--- src/design/rfdp_pkg.sv ---
// Shared types, constants and helpers for the radar frame distance parser.
// No dependencies; every other design file refers to it by scoped names.
package rfdp_pkg;

    localparam int ERR_CNT_W = 16;   // error counter width, saturating
    localparam int BYTE_W    = 8;
    localparam int DIST_W    = 16;
    localparam int ERR_OUT_W = 16;   // width of the reported counter fields

    localparam logic [BYTE_W-1:0] BYTE_HEAD      = 8'hAA;
    localparam logic [BYTE_W-1:0] BYTE_TYPE_STAT = 8'h0A;
    localparam logic [BYTE_W-1:0] BYTE_TYPE_TGT  = 8'h0B;
    localparam logic [BYTE_W-1:0] BYTE_TYPE_DIST = 8'h0C;
    localparam logic [BYTE_W-1:0] BYTE_LEN_STAT  = 8'h06;
    localparam logic [BYTE_W-1:0] BYTE_LEN_LONG  = 8'h07;
    localparam logic [BYTE_W-1:0] BYTE_PAY_START = 8'h01;
    localparam logic [BYTE_W-1:0] BYTE_STAT_LO   = 8'h10;
    localparam logic [BYTE_W-1:0] BYTE_STAT_HI   = 8'h13;
    localparam logic [BYTE_W-1:0] BYTE_TGT_HI    = 8'h03;
    localparam logic [BYTE_W-1:0] BYTE_FILL      = 8'h00;
    localparam logic [BYTE_W-1:0] BYTE_TAIL      = 8'h55;

    localparam logic [2:0] PAY_LAST_CNT = 3'd6;

    typedef enum logic [1:0] {
        KIND_NONE = 2'd0,
        KIND_STAT = 2'd1,
        KIND_TGT  = 2'd2,
        KIND_DIST = 2'd3
    } kind_t;

    typedef enum logic [3:0] {
        PH_HEAD0      = 4'd0,
        PH_HEAD1      = 4'd1,
        PH_TYPE       = 4'd2,
        PH_LEN_STAT   = 4'd3,
        PH_LEN_LONG   = 4'd4,
        PH_PAY_FIRST  = 4'd5,
        PH_PAY_SECOND = 4'd6,
        PH_PAY_FILL   = 4'd7,
        PH_CSUM       = 4'd8,
        PH_TAIL0      = 4'd9,
        PH_DIST_HI    = 4'd10,
        PH_DIST_LO    = 4'd11,
        PH_PAY_REST   = 4'd12,
        PH_TAIL1      = 4'd13
    } phase_t;

    typedef logic [ERR_CNT_W-1:0] err_cnt_t;

    typedef struct packed {
        kind_t                  frame_done;
        logic                   distance_valid;
        logic [DIST_W-1:0]      range_cm;
        logic [ERR_OUT_W-1:0]   head_errors;
        logic [ERR_OUT_W-1:0]   invalid_errors;
        logic [ERR_OUT_W-1:0]   payload_errors;
        logic [ERR_OUT_W-1:0]   tail_errors;
    } res_t;

    function automatic err_cnt_t sat_inc(input err_cnt_t c);
        return (c == '1) ? c : c + ERR_CNT_W'(1);
    endfunction

    // low bits of a counter, zero-extended when the counter is narrower
    function automatic logic [ERR_OUT_W-1:0] cnt_out(input err_cnt_t c);
        logic [ERR_CNT_W+ERR_OUT_W-1:0] ext;
        ext = {{ERR_OUT_W{1'b0}}, c};
        return ext[ERR_OUT_W-1:0];
    endfunction

endpackage

--- src/design/rfdp_if.sv ---
// Handshake channels of the radar frame distance parser: byte in, result out.
// Depends on rfdp_pkg for widths.
interface rfdp_in_if;
    logic                        valid;
    logic                        ready;
    logic [rfdp_pkg::BYTE_W-1:0] rx_byte;

    modport source (output valid, output rx_byte, input ready);
    modport sink   (input valid, input rx_byte, output ready);
endinterface

interface rfdp_out_if;
    logic                           valid;
    logic                           ready;
    logic [1:0]                     frame_done;
    logic                           distance_valid;
    logic [rfdp_pkg::DIST_W-1:0]    range_cm;
    logic [rfdp_pkg::ERR_OUT_W-1:0] head_errors;
    logic [rfdp_pkg::ERR_OUT_W-1:0] invalid_errors;
    logic [rfdp_pkg::ERR_OUT_W-1:0] payload_errors;
    logic [rfdp_pkg::ERR_OUT_W-1:0] tail_errors;

    modport source (output valid, output frame_done, output distance_valid,
                    output range_cm, output head_errors, output invalid_errors,
                    output payload_errors, output tail_errors, input ready);
    modport sink   (input valid, input frame_done, input distance_valid,
                    input range_cm, input head_errors, input invalid_errors,
                    input payload_errors, input tail_errors, output ready);
endinterface

--- src/design/rfdp_parse.sv ---
// Frame parser state machine: phase, frame kind, checksum, distance, counters.
// Depends on rfdp_pkg. State advances on step; res is the result for rx_byte.
module rfdp_parse (
    input  logic                        clk,
    input  logic                        rst_n,
    input  logic                        step,
    input  logic [rfdp_pkg::BYTE_W-1:0] rx_byte,
    output rfdp_pkg::res_t              res
);

    rfdp_pkg::phase_t               phase_reg, phase_next;
    rfdp_pkg::kind_t                kind_reg, kind_next;
    logic [2:0]                     cnt_reg, cnt_next;
    logic [rfdp_pkg::BYTE_W-1:0]    sum_reg, sum_next;
    logic [rfdp_pkg::DIST_W-1:0]    dist_reg, dist_next;
    rfdp_pkg::err_cnt_t             head_reg, head_next;
    rfdp_pkg::err_cnt_t             inv_reg, inv_next;
    rfdp_pkg::err_cnt_t             pay_reg, pay_next;
    rfdp_pkg::err_cnt_t             tail_reg, tail_next;
    logic                           take;
    logic                           fail;

    // next state
    always_comb
    begin
        phase_next = phase_reg;
        kind_next  = kind_reg;
        cnt_next   = cnt_reg;
        sum_next   = sum_reg;
        dist_next  = dist_reg;
        head_next  = head_reg;
        inv_next   = inv_reg;
        pay_next   = pay_reg;
        tail_next  = tail_reg;
        take       = 1'b0;
        fail       = 1'b0;

        unique case (phase_reg)
            rfdp_pkg::PH_HEAD0:
            begin
                if (rx_byte == rfdp_pkg::BYTE_HEAD)
                begin
                    head_next  = '0;
                    inv_next   = '0;
                    pay_next   = '0;
                    tail_next  = '0;
                    cnt_next   = '0;
                    phase_next = rfdp_pkg::PH_HEAD1;
                end
                else
                begin
                    head_next = rfdp_pkg::sat_inc(head_reg);
                end
            end
            rfdp_pkg::PH_HEAD1:
            begin
                if (rx_byte == rfdp_pkg::BYTE_HEAD)
                begin
                    phase_next = rfdp_pkg::PH_TYPE;
                end
                else
                begin
                    head_next  = rfdp_pkg::sat_inc(head_reg);
                    phase_next = rfdp_pkg::PH_HEAD0;
                end
            end
            rfdp_pkg::PH_TYPE:
            begin
                priority if (rx_byte == rfdp_pkg::BYTE_TYPE_STAT)
                begin
                    kind_next  = rfdp_pkg::KIND_STAT;
                    phase_next = rfdp_pkg::PH_LEN_STAT;
                end
                else if (rx_byte == rfdp_pkg::BYTE_TYPE_TGT
                         && kind_reg == rfdp_pkg::KIND_STAT)
                begin
                    kind_next  = rfdp_pkg::KIND_TGT;
                    phase_next = rfdp_pkg::PH_LEN_LONG;
                end
                else if (rx_byte == rfdp_pkg::BYTE_TYPE_DIST
                         && kind_reg == rfdp_pkg::KIND_TGT)
                begin
                    kind_next  = rfdp_pkg::KIND_DIST;
                    phase_next = rfdp_pkg::PH_LEN_LONG;
                end
                else
                begin
                    inv_next   = rfdp_pkg::sat_inc(inv_reg);
                    phase_next = rfdp_pkg::PH_HEAD0;
                end
            end
            rfdp_pkg::PH_LEN_STAT, rfdp_pkg::PH_LEN_LONG:
            begin
                if (rx_byte == ((phase_reg == rfdp_pkg::PH_LEN_STAT)
                                ? rfdp_pkg::BYTE_LEN_STAT : rfdp_pkg::BYTE_LEN_LONG))
                begin
                    phase_next = rfdp_pkg::PH_PAY_FIRST;
                end
                else
                begin
                    inv_next   = rfdp_pkg::sat_inc(inv_reg);
                    phase_next = rfdp_pkg::PH_HEAD0;
                end
            end
            rfdp_pkg::PH_PAY_FIRST:
            begin
                if (rx_byte == rfdp_pkg::BYTE_PAY_START)
                begin
                    take       = 1'b1;
                    phase_next = rfdp_pkg::PH_PAY_SECOND;
                end
                else
                begin
                    fail = 1'b1;
                end
            end
            rfdp_pkg::PH_PAY_SECOND:
            begin
                priority if (kind_reg == rfdp_pkg::KIND_STAT
                             && rx_byte >= rfdp_pkg::BYTE_STAT_LO
                             && rx_byte <= rfdp_pkg::BYTE_STAT_HI)
                begin
                    take       = 1'b1;
                    phase_next = rfdp_pkg::PH_PAY_FILL;
                end
                else if (kind_reg == rfdp_pkg::KIND_TGT && rx_byte <= rfdp_pkg::BYTE_TGT_HI)
                begin
                    take       = 1'b1;
                    phase_next = rfdp_pkg::PH_PAY_FILL;
                end
                else if (kind_reg == rfdp_pkg::KIND_DIST)
                begin
                    take       = 1'b1;
                    phase_next = rfdp_pkg::PH_DIST_HI;
                end
                else
                begin
                    fail = 1'b1;
                end
            end
            rfdp_pkg::PH_PAY_FILL, rfdp_pkg::PH_PAY_REST:
            begin
                priority if (cnt_reg == rfdp_pkg::PAY_LAST_CNT)
                begin
                    take       = 1'b1;
                    phase_next = rfdp_pkg::PH_CSUM;
                end
                else if (cnt_reg < rfdp_pkg::PAY_LAST_CNT
                         && (phase_reg == rfdp_pkg::PH_PAY_REST
                             || rx_byte == rfdp_pkg::BYTE_FILL))
                begin
                    take = 1'b1;
                end
                else
                begin
                    fail = 1'b1;
                end
            end
            rfdp_pkg::PH_CSUM:
            begin
                if (rx_byte == sum_reg)
                begin
                    phase_next = rfdp_pkg::PH_TAIL0;
                end
                else
                begin
                    inv_next   = rfdp_pkg::sat_inc(inv_reg);
                    phase_next = rfdp_pkg::PH_HEAD0;
                end
            end
            rfdp_pkg::PH_TAIL0, rfdp_pkg::PH_TAIL1:
            begin
                if (rx_byte == rfdp_pkg::BYTE_TAIL)
                begin
                    phase_next = (phase_reg == rfdp_pkg::PH_TAIL0)
                                 ? rfdp_pkg::PH_TAIL1 : rfdp_pkg::PH_HEAD0;
                end
                else
                begin
                    tail_next  = rfdp_pkg::sat_inc(tail_reg);
                    phase_next = rfdp_pkg::PH_HEAD0;
                end
            end
            rfdp_pkg::PH_DIST_HI:
            begin
                dist_next  = {rx_byte, {rfdp_pkg::DIST_W-rfdp_pkg::BYTE_W{1'b0}}};
                take       = 1'b1;
                phase_next = rfdp_pkg::PH_DIST_LO;
            end
            rfdp_pkg::PH_DIST_LO:
            begin
                dist_next  = {dist_reg[rfdp_pkg::DIST_W-1 -: rfdp_pkg::BYTE_W], rx_byte};
                take       = 1'b1;
                phase_next = rfdp_pkg::PH_PAY_REST;
            end
            default:
            begin
                phase_next = rfdp_pkg::PH_HEAD0;
            end
        endcase

        if (take)
        begin
            // the start byte restarts the checksum
            sum_next = (phase_reg == rfdp_pkg::PH_PAY_FIRST) ? rx_byte : sum_reg + rx_byte;
            cnt_next = cnt_reg + 3'd1;
        end
        if (fail)
        begin
            pay_next   = rfdp_pkg::sat_inc(pay_reg);
            phase_next = rfdp_pkg::PH_HEAD0;
        end
    end

    // result for the byte being stepped
    always_comb
    begin
        res = '0;
        if (phase_reg == rfdp_pkg::PH_TAIL1 && rx_byte == rfdp_pkg::BYTE_TAIL)
        begin
            res.frame_done = kind_reg;
        end
        if (res.frame_done == rfdp_pkg::KIND_DIST)
        begin
            res.distance_valid = 1'b1;
            res.range_cm       = dist_reg;
        end
        res.head_errors    = rfdp_pkg::cnt_out(head_next);
        res.invalid_errors = rfdp_pkg::cnt_out(inv_next);
        res.payload_errors = rfdp_pkg::cnt_out(pay_next);
        res.tail_errors    = rfdp_pkg::cnt_out(tail_next);
    end

    always_ff @(posedge clk or negedge rst_n)
    begin
        if (!rst_n)
        begin
            phase_reg <= rfdp_pkg::PH_HEAD0;
            kind_reg  <= rfdp_pkg::KIND_NONE;
            cnt_reg   <= '0;
            sum_reg   <= '0;
            dist_reg  <= '0;
            head_reg  <= '0;
            inv_reg   <= '0;
            pay_reg   <= '0;
            tail_reg  <= '0;
        end
        else if (step)
        begin
            phase_reg <= phase_next;
            kind_reg  <= kind_next;
            cnt_reg   <= cnt_next;
            sum_reg   <= sum_next;
            dist_reg  <= dist_next;
            head_reg  <= head_next;
            inv_reg   <= inv_next;
            pay_reg   <= pay_next;
            tail_reg  <= tail_next;
        end
    end

endmodule

--- src/design/radar_frame_distance_parser_top.sv ---
// Top level of the radar frame distance parser: input register, parser, result register.
// Depends on rfdp_pkg, rfdp_in_if, rfdp_out_if and rfdp_parse.

// One received byte per item, one result item per byte. The block takes a byte in
// every cycle while results are taken; a byte is parsed from the input register and
// its result is loaded into the result register when that register is free or its
// result is taken. The rate is set by the combinational parse step between the
// two registers. When the result is not taken the input register still accepts one
// further byte. The counters reported with each result are the values after that
// byte; a first header byte AA while waiting for a frame clears all four.
module radar_frame_distance_parser_top (
    input  logic                clk,
    input  logic                rst_n,
    rfdp_in_if.sink             din,
    rfdp_out_if.source          dout
);

    logic                        s1_valid_reg;
    logic [rfdp_pkg::BYTE_W-1:0] s1_byte_reg;
    logic                        out_valid_reg;
    rfdp_pkg::res_t              out_res_reg;
    rfdp_pkg::res_t              parse_res;
    logic                        out_free;
    logic                        s1_adv;

    assign out_free = !out_valid_reg || dout.ready;
    assign s1_adv   = s1_valid_reg && out_free;
    assign din.ready = !s1_valid_reg || out_free;

    always_ff @(posedge clk or negedge rst_n)
    begin
        if (!rst_n)
        begin
            s1_valid_reg <= 1'b0;
        end
        else if (din.ready)
        begin
            s1_valid_reg <= din.valid;
        end
    end

    always_ff @(posedge clk)
    begin
        if (din.ready && din.valid)
        begin
            s1_byte_reg <= din.rx_byte;
        end
    end

    rfdp_parse u_parse (
        .clk     (clk),
        .rst_n   (rst_n),
        .step    (s1_adv),
        .rx_byte (s1_byte_reg),
        .res     (parse_res)
    );

    always_ff @(posedge clk or negedge rst_n)
    begin
        if (!rst_n)
        begin
            out_valid_reg <= 1'b0;
        end
        else if (out_free)
        begin
            out_valid_reg <= s1_valid_reg;
        end
    end

    always_ff @(posedge clk)
    begin
        if (s1_adv)
        begin
            out_res_reg <= parse_res;
        end
    end

    assign dout.valid          = out_valid_reg;
    assign dout.frame_done     = out_res_reg.frame_done;
    assign dout.distance_valid = out_res_reg.distance_valid;
    assign dout.range_cm       = out_res_reg.range_cm;
    assign dout.head_errors    = out_res_reg.head_errors;
    assign dout.invalid_errors = out_res_reg.invalid_errors;
    assign dout.payload_errors = out_res_reg.payload_errors;
    assign dout.tail_errors    = out_res_reg.tail_errors;

    // a distance is flagged exactly for distance frames
    a_dist_flag: assert property (@(posedge clk) disable iff (!rst_n)
        dout.valid |-> (dout.distance_valid == (dout.frame_done == rfdp_pkg::KIND_DIST)))
        else $error("distance_valid disagrees with frame_done");

    a_dist_zero: assert property (@(posedge clk) disable iff (!rst_n)
        (dout.valid && !dout.distance_valid) |-> (dout.range_cm == '0))
        else $error("range_cm not zero without a distance frame");

    // a held byte in the input register must not be lost or altered
    a_s1_hold: assert property (@(posedge clk) disable iff (!rst_n)
        (s1_valid_reg && !s1_adv) |=> (s1_valid_reg && $stable(s1_byte_reg)))
        else $error("input register dropped a waiting byte");

endmodule

--- src/flat_wrapper.sv ---
// flat-port wrapper written by rule: the top's interface ports become plain ports
module radar_frame_distance_parser_top_flat 
  (clk, rst_n, din_valid, din_rx_byte, din_ready, dout_valid, dout_frame_done, dout_distance_valid, dout_range_cm, dout_head_errors, dout_invalid_errors, dout_payload_errors, dout_tail_errors, dout_ready);
  rfdp_in_if din_i ();
  rfdp_out_if dout_i ();
  input  logic clk;
  input  logic rst_n;
  input wire logic [$bits(din_i.valid)-1:0] din_valid;
  input wire logic [$bits(din_i.rx_byte)-1:0] din_rx_byte;
  output wire logic [$bits(din_i.ready)-1:0] din_ready;
  output wire logic [$bits(dout_i.valid)-1:0] dout_valid;
  output wire logic [$bits(dout_i.frame_done)-1:0] dout_frame_done;
  output wire logic [$bits(dout_i.distance_valid)-1:0] dout_distance_valid;
  output wire logic [$bits(dout_i.range_cm)-1:0] dout_range_cm;
  output wire logic [$bits(dout_i.head_errors)-1:0] dout_head_errors;
  output wire logic [$bits(dout_i.invalid_errors)-1:0] dout_invalid_errors;
  output wire logic [$bits(dout_i.payload_errors)-1:0] dout_payload_errors;
  output wire logic [$bits(dout_i.tail_errors)-1:0] dout_tail_errors;
  input wire logic [$bits(dout_i.ready)-1:0] dout_ready;
  assign din_i.valid = din_valid;
  assign din_i.rx_byte = din_rx_byte;
  assign din_ready = din_i.ready;
  assign dout_valid = dout_i.valid;
  assign dout_frame_done = dout_i.frame_done;
  assign dout_distance_valid = dout_i.distance_valid;
  assign dout_range_cm = dout_i.range_cm;
  assign dout_head_errors = dout_i.head_errors;
  assign dout_invalid_errors = dout_i.invalid_errors;
  assign dout_payload_errors = dout_i.payload_errors;
  assign dout_tail_errors = dout_i.tail_errors;
  assign dout_i.ready = dout_ready;
  radar_frame_distance_parser_top u_core (.clk(clk), .rst_n(rst_n), .din(din_i), .dout(dout_i));
endmodule
--- config.mk ---
export PLATFORM = sky130hd
export DESIGN_NAME = radar_frame_distance_parser_top_flat
export DESIGN_NICKNAME = d
export VERILOG_FILES = /design/src/design/rfdp_pkg.sv /design/src/design/rfdp_if.sv /design/src/design/rfdp_parse.sv /design/src/design/radar_frame_distance_parser_top.sv /design/src/flat_wrapper.sv
export SDC_FILE = /design/constraint.sdc
export NUM_CORES = 1
export LEC_CHECK = 0
export ABC_CLOCK_PERIOD_IN_PS = 4250
export BUFFER_PORTS_ARGS = -buffer_cell sky130_fd_sc_hd__buf_2
export CORE_MARGIN = 2
export CORE_UTILIZATION = 46
export DETAILED_ROUTE_END_ITERATION = 8
export GPL_ROUTABILITY_DRIVEN = 1
export SKIP_CTS_REPAIR_TIMING = 1
export SLEW_MARGIN = 20
export SYNTH_ARGS = -nofsm -noshare
export SYNTH_HDL_FRONTEND = slang
export SYNTH_SLANG_ARGS = --single-unit
--- constraint.sdc ---
create_clock -name clk -period 4.25 [get_ports clk]
set_input_delay 0.6375 -clock clk [delete_from_list [all_inputs] [get_ports clk]]
set_output_delay 0.6375 -clock clk [all_outputs]
set_load 0.05 [all_outputs]
==> flow_metrics.tcl, run 1 <==
set metrics [dict create \
    first_pass_iters 5 \
    comb_power_share 0.139 \
    fillers 2002 \
    tightest_slew_ps 877 \
    synth-async-reset-ratio 0.521 \
    cts_root_buf "clkbuf_16" \
    fin_skew_ps 15.4 \
    synth-main-ff-cell "dfrtp_1" \
    setup-tns-final_ps 0 \
    design_power_total_mw 4.41 \
    dp_hpwl_mm 15.9 \
    syn_nets 1064 \
    grt_pass1_vias 7642 \
    grt_pass1_wl_mm 39.7 \
    critPathArrivalTime_ps 3580 \
    path_class "reg -> reg" \
    grt.overflow.total 0 \
    yosys.area.top_type "edfxtp_1" \
    power.switching_mw 1.31 \
    die_w_um 152 \
    synth_area_leaders "edfxtp_1 27%, dfrtp_1 25%, nand2_1 5.2%" \
    p_leak_nw 4.58 \
    fin_nets 1138 \
    slew_viol_final 0 \
    io_buffers 96 \
    via_count 8219 \
    required_ps 4580 \
    ys_seq_elements 190 \
    grt_max_degree 61 \
    area_growth_pct 12.9 \
    ys_seq_area_frac 0.515 \
    cellInternalPower_mw 3.09 \
    p_clk_frac 0.372 \
    syn-cell-area_um2 10100 \
    crit_chain "nand2b_1, nor2_2, a211oi_4, a21oi_2, nand2_1, o41ai_1" \
    wire_per_inst_um 16.9 \
    place_area_um2 10800 \
    groute.usage.overall 0.207 \
    cp-end-kind "flop" \
    ir_drop_uv 221 \
    yosysTopAreaCellShare 0.270 \
    rr_worst_depth 6 \
    slew-limit-headroom 0.414 \
    ioPinCount 97 \
    slowest_delay_ps 810 \
    synth.avg_cell_area_um2 9.74 \
    dieArea_um2 23200 \
    drc 0 \
    diodes 0 \
    fp.dieH_um 152 \
    htree_levels 4 \
    critPathSlowestCell "dfrtp_1" \
    switching_share 0.298 \
    antenna_found_initial 0 \
    core_area_um2 21700 \
    p_seq_frac 0.489 \
    gp_congestion 0.896 \
    postLayoutCellArea_um2 11400 \
    hold_path_class "in -> async" \
    synth_edf_count 91 \
    ys_types 85 \
    power_density_nw_per_um2 386 \
    grt_setup_unrepaired "false" \
    drive_above_1_share 0.157 \
    vias_per_cell 5.85 \
    status "finished, final reports clean" \
    setup_viol 0 \
    critPathMaxFanout 24 \
    min_period_ps 3250 \
    clock_tree.buffer_depth 2 \
    path_clk_slew_ps 80 \
    netlist_instances 1038 \
    yosysWarnings 0 \
    fin_crit_sh 0.765 \
    drt.antenna.violating_nets 0 \
    final_hold_viol_count 0 \
    drtIter0Drc 577 \
    maxClockFrequency_mhz 308 \
    rows 54 \
    cts_sinks 190 \
    worst_setup_path_start_kind "flop" \
    cts_made_buffers 17 \
    clock_latency_ps 440 \
    cts_tree "yes" \
    start_util 0.466 \
    drt-total-wl_mm 23.8 \
    max_cap_violations 0 \
]
## synthesized netlist by cell type, types with 5 or more instances
master / n
nand2_1: 141
dfrtp_1: 99
edfxtp_1: 91
o21ai_0: 82
a21oi_1: 75
nor2_1: 71
nand3_1: 46
and3_1: 35
clkbuf_1: 34
a31oi_1: 30
inv_1: 26
nor3_1: 23
nand4_1: 21
o31ai_1: 16
a22o_1: 15
mux2_2: 14
buf_2: 13
ha_1: 13
mux2i_1: 12
o22ai_1: 12
or3_1: 11
nand2b_1: 9
o21ai_1: 9
a21o_1: 8
and2_1: 8
nor2b_1: 8
o211ai_1: 7
nor4_1: 6
o21a_1: 6
a211oi_1: 5
and4_1: 5
## kinds of logic after synthesis
kind of cell,count (synthesis),share of synthesized area
and+or+nand+nor,416,0.207
DFF,190,0.515
muxes,26,0.0275
adders and majority gates,14,0.0181
AOI/OAI and AO/OA,306,0.194
xor gates and xnor gates,6,0.00520
buffers and inverters,80,0.0324
## power groups by stage
stage | registers, mW | clock network, mW | logic, mW
floorplan | 2.37 | 0 | 0.282
global placement | 2.19 | 0 | 0.616
detailed placement | 2.19 | 0 | 0.619
CTS | 2.16 | 1.68 | 0.620
global route | 2.17 | 1.75 | 0.671
finish | 2.16 | 1.64 | 0.612
## final timing paths
check                      slack (ps)                                endpoint                                     from
setup / recovery                 1000   u_core.u_parse.pay_reg[7]$_DFFE_PN0P_  u_core.u_parse.phase_reg[0]$_DFFE_PN0P_
hold / removal                    260  u_core.u_parse.head_reg[6]$_DFFE_PN0P_                                    rst_n
setup reg to reg                 1000   u_core.u_parse.pay_reg[7]$_DFFE_PN0P_  u_core.u_parse.phase_reg[0]$_DFFE_PN0P_
hold reg to reg                   480  u_core.u_parse.dist_reg[7]$_DFFE_PN0P_   u_core.u_parse.dist_reg[7]$_DFFE_PN0P_
max in group asynchronous        3130  u_core.u_parse.inv_reg[15]$_DFFE_PN0P_                                    rst_n
min in group clk                  370         u_core.s1_byte_reg[7]$_DFFE_PP_                           din_rx_byte[7]
## routing by layer
| metal | global-route usage | share of wire | up-vias |
|---|---|---|---|
| li1 | - | - | 4030 |
| met3 | 0.0321 | 0.046 | 21 |
| met2 | 0.329 | 0.47 | 201 |
| met1 | 0.295 | 0.47 | 3967 |
| met4 | 0.0574 | 0.013 | 0 |
| met5 | 0 | 0 | - |
## cell type report
class / instances / area [µm²] / share of cell area
clock buffer: 17 / 425 / 0.0373
timing repair buffer: 108 / 573 / 0.0502
tap: 280 / 350 / 0.0307
multi-input combinational: 768 / 4570 / 0.401
sequential: 190 / 5210 / 0.457
inverter: 27 / 104 / 0.00910
clock inverter: 15 / 174 / 0.0152
## cell usage in the layout (no fill, tap or decap), types with 5 or more instances in the layout
master / instances
nand2_1: 140
dfrtp_1: 99
buf_2: 95
edfxtp_1: 91
o21ai_0: 82
a21oi_1: 75
nor2_1: 71
nand3_1: 46
and3_1: 35
a31oi_1: 30
inv_1: 26
nor3_1: 23
nand4_1: 21
clkbuf_16: 17
o31ai_1: 16
a22o_1: 15
mux2_2: 14
ha_1: 13
buf_4: 13
o22ai_1: 12
mux2i_1: 12
or3_1: 11
nand2b_1: 9
o21ai_1: 9
nor2b_1: 8
and2_1: 8
a21o_1: 8
o211ai_1: 7
inv_6: 7
o21a_1: 6
nor4_1: 6
and4_1: 5
a211oi_1: 5
## worst max-delay path: cells and delay by family (launching register included)
family             cells  cell delay (ps)
and+or+nand+nor        3             1230
DFF                    1              810
AOI/OAI and AO/OA      3             1090
## metrics by stage
stage               utilization  cells  hold slack, ps  worst slack [ps]
floorplan                     -   1038             342              13.2
CTS                       0.526   1405             291              1040
global placement          0.498   1373             459              1140
finish                    0.526   1405             261              1000
detailed placement        0.498   1373             468              1050
global route              0.526   1405             324               616
(Power assumes the default switching activity.)
==> run 2: changes to the inputs <==
--- a/config.mk
+++ b/config.mk
@@ -5,7 +5,7 @@
 export SDC_FILE = /design/constraint.sdc
 export NUM_CORES = 1
 export LEC_CHECK = 0
-export ABC_CLOCK_PERIOD_IN_PS = 4250
+export ABC_CLOCK_PERIOD_IN_PS = 3250
 export BUFFER_PORTS_ARGS = -buffer_cell sky130_fd_sc_hd__buf_2
 export CORE_MARGIN = 2
 export CORE_UTILIZATION = 46
==> constraint.sdc (replaced) <==
create_clock -name clk -period 3.25 [get_ports clk]
set_input_delay 0.4875 -clock clk [delete_from_list [all_inputs] [get_ports clk]]
set_output_delay 0.4875 -clock clk [all_outputs]
set_load 0.05 [all_outputs]
==> flow_metrics.tcl, run 2 (synthesis results as in run 1) <==
set metrics [dict create \
    die_w_um 152 \
    path_clk_slew_ps 80 \
    clock_latency_ps 440 \
    io_buffers 96 \
    setup_viol 0 \
    dieArea_um2 23200 \
    place_inst 1393 \
    clock_tree.buffer_depth 2 \
    antenna_found_initial 0 \
    via_count 8224 \
    worst_setup_path_start_kind "flop" \
    r2r-start "u_core.u_parse.phase_reg[1]$_DFFE_PN0P_" \
    p_clk_frac 0.359 \
    cts_tree "yes" \
    status "finished, final reports clean" \
    path_class "reg -> reg" \
    core_area_um2 21700 \
    cts_root_buf "clkbuf_16" \
    ir_drop_uv 291 \
    fin_skew_ps 12.4 \
    wire_per_inst_um 16.9 \
    whs_ps 85.0 \
    critPathTopFamily "compound AO/OA/AOI/OAI gates" \
    dp_hpwl_mm 16.4 \
    cts_made_buffers 17 \
    htree_levels 4 \
    start_util 0.466 \
    layout.cells.non_filler 1425 \
    max_cap_violations 0 \
    power_density_nw_per_um2 493 \
    p_leak_nw 4.67 \
    switching_share 0.310 \
    grt_max_degree 53 \
    slowest_delay_ps 700 \
    critPathSlowestCell "dfrtp_1" \
    drive_above_1_share 0.174 \
    grt_pass1_vias 7811 \
    final_hold_viol_count 0 \
    cts_sinks 190 \
    slew-limit-headroom 0.544 \
    area_growth_pct 14.2 \
    first_pass_iters 5 \
    slew_viol_final 0 \
    drc 0 \
    vias_per_cell 5.77 \
    worst-r2r-setup-slack_ps 380 \
    reg2reg_to "u_core.u_parse.pay_reg[7]$_DFFE_PN0P_" \
    required_ps 3580 \
    grt.overflow.total 0 \
    rows 54 \
    cellInternalPower_mw 3.92 \
    grt_pass1_wl_mm 39.9 \
    p_seq_frac 0.492 \
    critPathArrivalTime_ps 3200 \
    diodes 0 \
    drt.antenna.violating_nets 0 \
    crit_chain "nand4bb_1, a311oi_1, a211oi_4, a21oi_2, nand2_1, o41ai_1" \
    drtIter0Drc 513 \
    fp.dieH_um 152 \
    grt_setup_unrepaired "false" \
    crit_buf_inv 0 \
    rr_worst_depth 6 \
    maxClockFrequency_mhz 348 \
    tightest_slew_ps 684 \
    hold_path_class "in -> async" \
    final_common_cell "nand2_1" \
    ioPinCount 97 \
    drt-total-wl_mm 24.1 \
    layout_common_cells "140 x nand2_1, 99 x dfrtp_1, 95 x buf_2" \
    fin_crit_sh 0.884 \
    setup-tns-final_ps 0 \
    fin_nets 1158 \
    groute.usage.overall 0.210 \
    fillers 2011 \
    min_period_ps 2870 \
    gp_congestion 0.876 \
    power.switching_mw 1.76 \
    comb_power_share 0.149 \
    cp-end-kind "flop" \
    critPathMaxFanout 20 \
]
## run 2: power by group through the flow
stage	logic [mW]	registers, mW	clock network, mW
floorplan	0.369	3.09	0
global placement	0.844	2.85	0
detailed placement	0.853	2.85	0
CTS	0.855	2.80	2.09
global route	0.923	2.82	2.18
finish	0.846	2.80	2.04
## run 2: worst max-delay path by stage
stage,from,end,slack [ps],cells past startpoint
2_1_floorplan,u_core.dout.valid$_DFFE_PN0P_,u_core.dout.distance_valid$_DFFE_PP_,360,5
3_3_place_gp,u_core.u_parse.phase_reg[1]$_DFFE_PN0P_,u_core.u_parse.pay_reg[7]$_DFFE_PN0P_,540,6
3_5_place_dp,u_core.u_parse.phase_reg[1]$_DFFE_PN0P_,u_core.u_parse.pay_reg[7]$_DFFE_PN0P_,400,6
4_1_cts,u_core.u_parse.phase_reg[1]$_DFFE_PN0P_,u_core.u_parse.pay_reg[7]$_DFFE_PN0P_,390,6
5_1_grt,u_core.u_parse.phase_reg[1]$_DFFE_PN0P_,u_core.u_parse.pay_reg[7]$_DFFE_PN0P_,150,6
6_report,u_core.u_parse.phase_reg[1]$_DFFE_PN0P_,u_core.u_parse.pay_reg[7]$_DFFE_PN0P_,380,6
## run 2: per-stage QoR
step | cell area [µm²] | util | setup WS [ps] | power, mW
6_report | 11500 | 0.532 | 377 | 5.69
5_1_grt | 11500 | 0.532 | 152 | 5.93
4_1_cts | 11500 | 0.532 | 390 | 5.74
3_5_place_dp | 11000 | 0.506 | 405 | 3.70
3_3_place_gp | 11000 | 0.506 | 544 | 3.69
2_1_floorplan | 10100 | - | 359 | 3.46
## run 2: final cells by class
type	count	area [µm²]	area share
well taps	280	350	0.0303
multi-input cells	768	4570	0.396
inverters	27	104	0.00900
repair buffers	128	736	0.0637
clock buffers	17	425	0.0368
flip-flops and latches	190	5210	0.451
clock inverters	15	146	0.0127
## run 2: routing by layer
layer,global-route usage,share of wire,up-vias
met2,0.343,0.48,155
met5,0,0,-
met1,0.292,0.48,3979
met4,0.0521,0.014,0
met3,0.0387,0.033,24
li1,-,-,4066
==> run 3: changes to the inputs <==
--- a/config.mk
+++ b/config.mk
@@ -8,7 +8,7 @@
 export ABC_CLOCK_PERIOD_IN_PS = 3250
 export BUFFER_PORTS_ARGS = -buffer_cell sky130_fd_sc_hd__buf_2
 export CORE_MARGIN = 2
-export CORE_UTILIZATION = 46
+export CORE_UTILIZATION = 45
 export DETAILED_ROUTE_END_ITERATION = 8
 export GPL_ROUTABILITY_DRIVEN = 1
 export SKIP_CTS_REPAIR_TIMING = 1
==> flow_metrics.tcl, run 3 (synthesis results as in run 1) <==
set metrics [dict create \
    fp.dieH_um 154 \
    critPathArrivalTime_ps 3220 \
    cts_root_buf "clkbuf_16" \
    fin_nets 1159 \
    worst-r2r-setup-slack_ps 350 \
    layout_common_cells "140 x nand2_1, 99 x dfrtp_1, 95 x buf_2" \
    fin_crit_sh 0.892 \
    diodes 0 \
    dpl_worst_slack_ps 417 \
    die_w_um 154 \
    r2r-start "u_core.u_parse.phase_reg[1]$_DFFE_PN0P_" \
    setup_viol 0 \
    slew_viol_final 0 \
    rows 54 \
    drive_above_1_share 0.173 \
    maxClockFrequency_mhz 345 \
    drc 0 \
    final_hold_viol_count 0 \
    io_buffers 96 \
    crit_chain "nand4bb_1, a311oi_1, a211oi_4, a21oi_2, nand2_1, o41ai_1" \
    critPathMaxFanout 20 \
    p_clk_frac 0.383 \
    grt.overflow.total 0 \
    comb_power_share 0.143 \
    cts_made_buffers 17 \
    clock_latency_ps 440 \
    wire_per_inst_um 17.2 \
    path_class "reg -> reg" \
    cp-end-kind "flop" \
    antenna_found_initial 0 \
    slowest_delay_ps 710 \
    cts_sinks 190 \
    dieArea_um2 23700 \
    critPathLaunch "u_core.u_parse.phase_reg[1]$_DFFE_PN0P_" \
    required_ps 3570 \
    setup_slack_ps 351 \
    reg2reg_to "u_core.u_parse.pay_reg[7]$_DFFE_PN0P_" \
    vias_per_cell 5.83 \
    path_clk_slew_ps 80 \
    grt_pass1_wl_mm 40.2 \
    final_common_cell "nand2_1" \
    p_leak_nw 4.71 \
    grt_max_degree 116 \
    layout.cells.non_filler 1426 \
    status "finished, final reports clean" \
    first_pass_iters 5 \
    power.switching_mw 1.70 \
    postLayoutCellArea_um2 11600 \
    cts_tree "yes" \
    tightest_slew_ps 685 \
    min_period_ps 2900 \
    cellInternalPower_mw 4.21 \
    whs_ps 220 \
    via_count 8307 \
    place_inst 1393 \
    core_area_um2 22000 \
    drtIter0Drc 622 \
    gp_congestion 0.844 \
    worst_setup_path_start_kind "flop" \
    groute.usage.overall 0.211 \
    place_area_um2 11000 \
    critPathSlowestCell "dfrtp_1" \
    switching_share 0.287 \
    grt_pass1_vias 7766 \
    cp-endpoint "u_core.u_parse.pay_reg[7]$_DFFE_PN0P_" \
    dp_hpwl_mm 16.3 \
    start_util 0.460 \
    drt-total-wl_mm 24.5 \
    htree_levels 4 \
    slew-limit-headroom 0.543 \
    area_growth_pct 15.1 \
    fin_skew_ps 11.7 \
    max_cap_violations 0 \
    rr_worst_depth 6 \
    drt.antenna.violating_nets 0 \
    hold_path_class "in -> reg" \
    p_seq_frac 0.474 \
    setup-tns-final_ps 0 \
    ir_drop_uv 357 \
    clock_tree.buffer_depth 2 \
    ioPinCount 97 \
    power_density_nw_per_um2 508 \
    grt_setup_unrepaired "false" \
]
[run 3: changes by cell type in the layout (fill, tap and decap cells not counted)]
cell	delta
clkbuf_16	+2
clkinvlp_4	+1
inv_6	-4
clkinv_4	-1
clkbuf_1	+1
bufinv_16	+3
inv_8	-2
dlygate4sd3_1	+1
clkinv_8	-2
buf_4	-1
buf_12	+1
clkinv_2	+2
[run 3: worst min-delay path by stage]
stage	startpoint	endpoint	slack, ps	depth (start not counted)
2_1_floorplan	rst_n	u_core.dout.valid$_DFFE_PN0P_	190	0
5_1_grt	din_rx_byte[6]	u_core.s1_byte_reg[6]$_DFFE_PP_	210	1
3_5_place_dp	rst_n	u_core.u_parse.head_reg[10]$_DFFE_PN0P_	390	1
3_3_place_gp	rst_n	u_core.u_parse.head_reg[10]$_DFFE_PN0P_	390	1
4_1_cts	rst_n	u_core.u_parse.head_reg[10]$_DFFE_PN0P_	-80	1
6_report	din_rx_byte[6]	u_core.s1_byte_reg[6]$_DFFE_PP_	220	1
[run 3: worst max-delay path, delay by kind of cell (launching register included)]
family | cells | cell delay, ps
AND/OR/NAND/NOR | 2 | 600
flip-flops | 1 | 710
AO/OA/AOI/OAI | 4 | 1470
[run 3: layout make-up]
cell class / instances / area, µm²
timing repair buffer: 129 / 758
clock inverter: 12 / 155
multi-input combinational: 768 / 4570
inverter: 27 / 104
fill: 1965 / 10300
sequential: 190 / 5210
tap: 280 / 350
clock buffer: 20 / 479
[run 3: per-layer routing]
layer	vias to the layer above	wire length, µm	global-route usage
met2	222	11400	0.338
met3	19	1160	0.0440
met4	0	261	0.0507
li1	4067	-	-
met1	3999	11600	0.295
met5	-	0	0
[run 3: power groups by stage]
stage                     clock, mW  combinational, mW  sequential, mW
after global routing           2.41              0.919            2.82
after global placement            0              0.848            2.85
final                          2.26              0.846            2.80
after CTS                      2.32              0.853            2.80
after detailed placement          0              0.850            2.85
after floorplan                   0              0.369            3.09
[run 3: metrics by stage]
| step | util | power [mW] |
|---|---|---|
| after floorplan | - | 3.46 |
| after global placement | 0.500 | 3.70 |
| after detailed placement | 0.500 | 3.70 |
| after CTS | 0.529 | 5.97 |
| after global routing | 0.530 | 6.15 |
| final | 0.530 | 5.91 |
